==> src/rtl/tpm_ram.sv <==
// Single-port-write, single-port-read synchronous RAM with registered read
`timescale 1ns / 1ps
`default_nettype none
module tpm_ram #(
    parameter int DEPTH = 256,
    parameter int AW    = 8,
    parameter int W     = 8
) (
    input  wire logic          clk,
    input  wire logic          we,
    input  wire logic [AW-1:0] waddr,
    input  wire logic [W-1:0]  wdata,
    input  wire logic [AW-1:0] raddr,
    output logic      [W-1:0]  rdata
);
    logic [W-1:0] mem [DEPTH];

    always_ff @(posedge clk)
    begin
        if (we)
        begin
            mem[waddr] <= wdata;
        end
        rdata <= mem[raddr];
    end
endmodule
`default_nettype wire

==> config.mk <==
export PLATFORM = sky130hd
export DESIGN_NAME = tpm_ram
export DESIGN_NICKNAME = d
export VERILOG_FILES = /design/src/rtl/tpm_ram.sv
export SDC_FILE = /design/constraint.sdc
export NUM_CORES = 2
export LEC_CHECK = 0
export ABC_CLOCK_PERIOD_IN_PS = 3300
export BUFFER_PORTS_ARGS = -buffer_cell sky130_fd_sc_hd__buf_2
export CORE_MARGIN = 1
export CORE_UTILIZATION = 35
export DETAILED_ROUTE_END_ITERATION = 10
export PLACE_DENSITY = 0.56
export SETUP_SLACK_MARGIN = 0.3
export SYNTH_ARGS = -nofsm -noshare
export SYNTH_HDL_FRONTEND = slang
export SYNTH_SLANG_ARGS = --single-unit
==> constraint.sdc <==
create_clock -name clk -period 3.3 [get_ports clk]
set_input_delay 0.165 -clock clk [delete_from_list [all_inputs] [get_ports clk]]
set_output_delay 0.165 -clock clk [all_outputs]
set_load 0.01 [all_outputs]
# Word-level counts from Yosys, hierarchy flattened
# Memories as Yosys holds them, arrays and structs flattened. A register that Yosys moved wholly into a read port is not among the register bits.
# Index checks and enable logic that the tools add are counted.
[classes]
mux = 2
[ops]
columns = ["op", "n"]
rows = [
  ["$mux 1", 2],
]
[word_totals]
regBits = 0
mem_bits_rw = 2048
in_bits = 26
out_inout_bits = 8
elab_cells = 3
mem_count = 1
[memory_table]
columns = ["memory", "words", "word_bits", "rd", "rd_ports_with_merged_regs", "wr", "line", "text"]
rows = [
  ["mem", 256, 8, 1, 1, 1, "16", "logic [W-1:0] mem [DEPTH];"],
]

# Longest topological paths before layout
[logic_depth]
ltp_word = 2
mapped_depth = 11
mapped_depth_nobuf = 6

# Least setup slack after synthesis
# Ideal clock, no wire load.
[synth_path]
path_type = "input -> register"
startpoint = "input raddr[0]"
endpoint = "register rdata[2], read port of mem"
setup_time_ns = 0.131
t_arrival_ns = 1.972
required_ns = 3.169
path_slack_ns = 1.197
path_stages = 9
path_buffers = 4
path_cell_list = "buf_6 buf_12 buf_8 buf_2 mux4_2 a22oi_1 a21oi_1 nor4_1 nor4_2"
[synth_lines]
columns = ["element", "line", "text"]
rows = [
  ["from (decl)", "13", "input wire logic [AW-1:0] raddr,"],
  ["to (decl)", "14", "output logic [W-1:0] rdata"],
]

==> qor.csv <==
metric;value;unit
P_int;0.04338;W
clock root cell;clkbuf_16;
average wire per standard cell;28.33;um
Initial Util;35.31;%
Final setup viols;0;
die footprint;0.2292;mm^2
vias in the first global route;39928;
Reg clk slew, reported paths;60;ps
CTS H-tree depth;4;
multiplexer area fraction after synthesis;14.62;%
crit path DAT;3590;ps
HP Class;input port to flip-flop;
total chip power;0.05536;W
DR vias/cell;5.377;
# resized after CTS;0;
Synth Flop Type;edfxtp_1;
number of I/O pins;34;
worst vdd rail ir drop;416.8;uV
Hold Path Sink;mem[238][1];
row count;174;
Initial DRC Count;4445;
final WL;207800;um
clock network power share;42.8;%
clk sinks;2056;
Final WS setup;387.1;ps
outcome;completed;
post-layout min period;2913;ps
P_leak;29.09;nW
most frequent cells in the layout;edfxtp_1, mux4_2, buf_4;
RR Startpoint;mem[82][5];
Yosys cell types;55;
Worst Hold Depth;4;
hold_sp;waddr[6];
synth warn;0;
R2R cell count;6;
WP data required;3980;ps
combinational power share;5.1;%
Inst Count DP;6928;
pin slew with the least headroom to its limit;1254;ps
critical path class;flip-flop to flip-flop;
Worst Path Max Fanout;1;
Final Slew Violations;0;
Final Util;41.20;%
Filler Cell Count;19586;
synthesis-to-finish area growth;16.70;%
CP Capture Type;flip-flop;
adder-cell share of the synthesized area;0;%
Finished Layout Cells;7336;
Die X;478.8;um
Startpoint Class;flip-flop;
Synth Instances;3733;
Seq cells post-synth;2056;
gpl congestion;0.8402;
Compound-Gate Fraction of Synth Area;3.419;%
sequential power share;52.1;%
grt ovf;0;
Detail Route Antenna Nets;0;
combinational family with the most area after synthesis;multiplexers;
f_max;343.3;MHz
first-pass GRT wire length;297100;um
post-synthesis xor/xnor area fraction;0;%
core area;0.2253;mm^2
final worst path period share;88.27;%
Synthesized Nets;3759;
Sw Share;21.63;%
largest net degree at the start of global routing;124;
Mapped Area;0.07956;mm^2
IO Port Bufs;33;
reg-to-reg slack, setup;390;ps
DRC viols;0;
setup_tns;0;ps
number of synthesized flops with an enable pin;2048;
RR Endpoint;rdata[5];
DR vias;39445;
RSZ-0062 raised after global routing;no;
Post-Synth Simple-Gate Area;2.628;%
die height;478.8;um
sequential area share after synthesis;77.50;%
final setup skew;65.87;ps
total CTS buffers;208;
Clk Latency, worst-skew pair;880;ps
Max-Slew Margin vs Limit;15.63;%
All-Layer GR Usage;18.02;%
dominant cells by area after synthesis;edfxtp_1, mux4_2, mux2i_1;
layout net count;4186;
commonest non-fill, non-tap cell in the layout;edfxtp_1;
Fin. Hold Viols;0;
ys async rst share;0;%
CTS tree;done;
share of layout cells above drive strength 1;28.05;%
power density cells;596.3;mW/mm^2
share of the synthesized area in the top cell type;77.30;%
Max-cap violations;0;
DPL Wire Length;129700;um
average size of a mapped cell;21.31;um^2
worst-case clock buffer depth;3;
sw power;0.01197;W
DRT Pass-1 Iters;5;
DP Worst Slack;-319.8;ps
antenna violations before repair;13;
Synth area leader;edfxtp_1;
-- per-stage QoR --
step           area [um^2]  hold slack, ps
4_1_cts              92830           6.712
6_report             92840           61.69
5_1_grt              92840           60.93
3_5_place_dp         85770           612.1
2_1_floorplan        79560           263.9
3_3_place_gp         85770           607.0
-- cells by family (layout without fill, tap and decap cells) --
| group | after synthesis | count (layout) |
|---|---|---|
| AO/OA/AOI/OAI | 385 | 385 |
| buffers and inverters | 235 | 841 |
| flip-flops | 2056 | 2056 |
| multiplexers | 591 | 591 |
| other | 0 | 5 |
| AND/OR/NAND/NOR | 466 | 466 |
-- layer usage --
metal | vias to the layer above | share of wire (%) | GRT usage, %
met2 | 1499 | 49 | 29.27
met3 | 281 | 7.0 | 2.938
met1 | 21098 | 42 | 25.06
met4 | 2 | 2.6 | 5.062
li1 | 16565 | - | -
met5 | - | 0.0053 | 0
-- worst max-delay path: stages, from the launching register on --
cell      delay [ps]
edfxtp_1         370
mux4_2           470
a22o_1           260
a221oi_1         610
o32ai_1          220
nor3_1           670
nor4_1           140
-- cell type report --
class	count	area, um^2	area share, %
antenna	5	12.51	0.01348
clock buffer	251	5418	5.835
clock inverter	138	1499	1.614
inverter	2	7.507	0.008086
multi-input combinational	1442	16510	17.78
sequential	2056	61660	66.41
tap	2992	3744	4.032
timing repair buffer	450	3999	4.307
-- flip-flops by register name, indices dropped and copies added, names as in the netlist --
register  cells
mem        2048
rdata         8
-- what timing repair did --
action                    in CTS  in global routing
hold buffers                  14                  0
buffers inserted               0                  0
hold endpoints to repair     728                  0
-- cells in the mapped netlist (all sizes together), types with 2 or more instances --
| master | n |
|---|---|
| a2111oi | 5 |
| a211oi | 16 |
| a21oi | 96 |
| a221oi | 14 |
| a22o | 8 |
| a22oi | 133 |
| a311oi | 2 |
| a31oi | 2 |
| and2 | 6 |
| and3b | 2 |
| buf | 122 |
| clkbuf | 111 |
| dfxtp | 8 |
| edfxtp | 2048 |
| mux2i | 134 |
| mux4 | 456 |
| nand2 | 33 |
| nand2b | 8 |
| nand3 | 34 |
| nand3b | 2 |
| nand4 | 10 |
| nor2 | 282 |
| nor2b | 31 |
| nor3 | 22 |
| nor4 | 27 |
| o211ai | 10 |
| o21ai | 12 |
| o221ai | 47 |
| o22a | 5 |
| o22ai | 28 |
| o32ai | 5 |
| or2 | 4 |
-- worst max path at each step --
stage	startpoint	to	slack, ps	cells past startpoint
2_1_floorplan	raddr[0]	rdata[2]	1200	9
3_3_place_gp	raddr[1]	rdata[6]	-380	8
3_5_place_dp	raddr[1]	rdata[6]	-320	8
4_1_cts	mem[82][5]	rdata[5]	390	6
5_1_grt	mem[83][5]	rdata[5]	340	6
6_report	mem[82][5]	rdata[5]	390	6
-- power by group through the flow --
stage / registers, W / logic, W / clock network (W)
2_1_floorplan: 0.0294 / 0.00140 / 0
3_3_place_gp: 0.0294 / 0.00282 / 0
3_5_place_dp: 0.0294 / 0.00284 / 0
4_1_cts: 0.0288 / 0.00286 / 0.0241
5_1_grt: 0.0288 / 0.00297 / 0.0251
6_report: 0.0288 / 0.00282 / 0.0237
No activity file was read; power rests on OpenSTA's default activity.
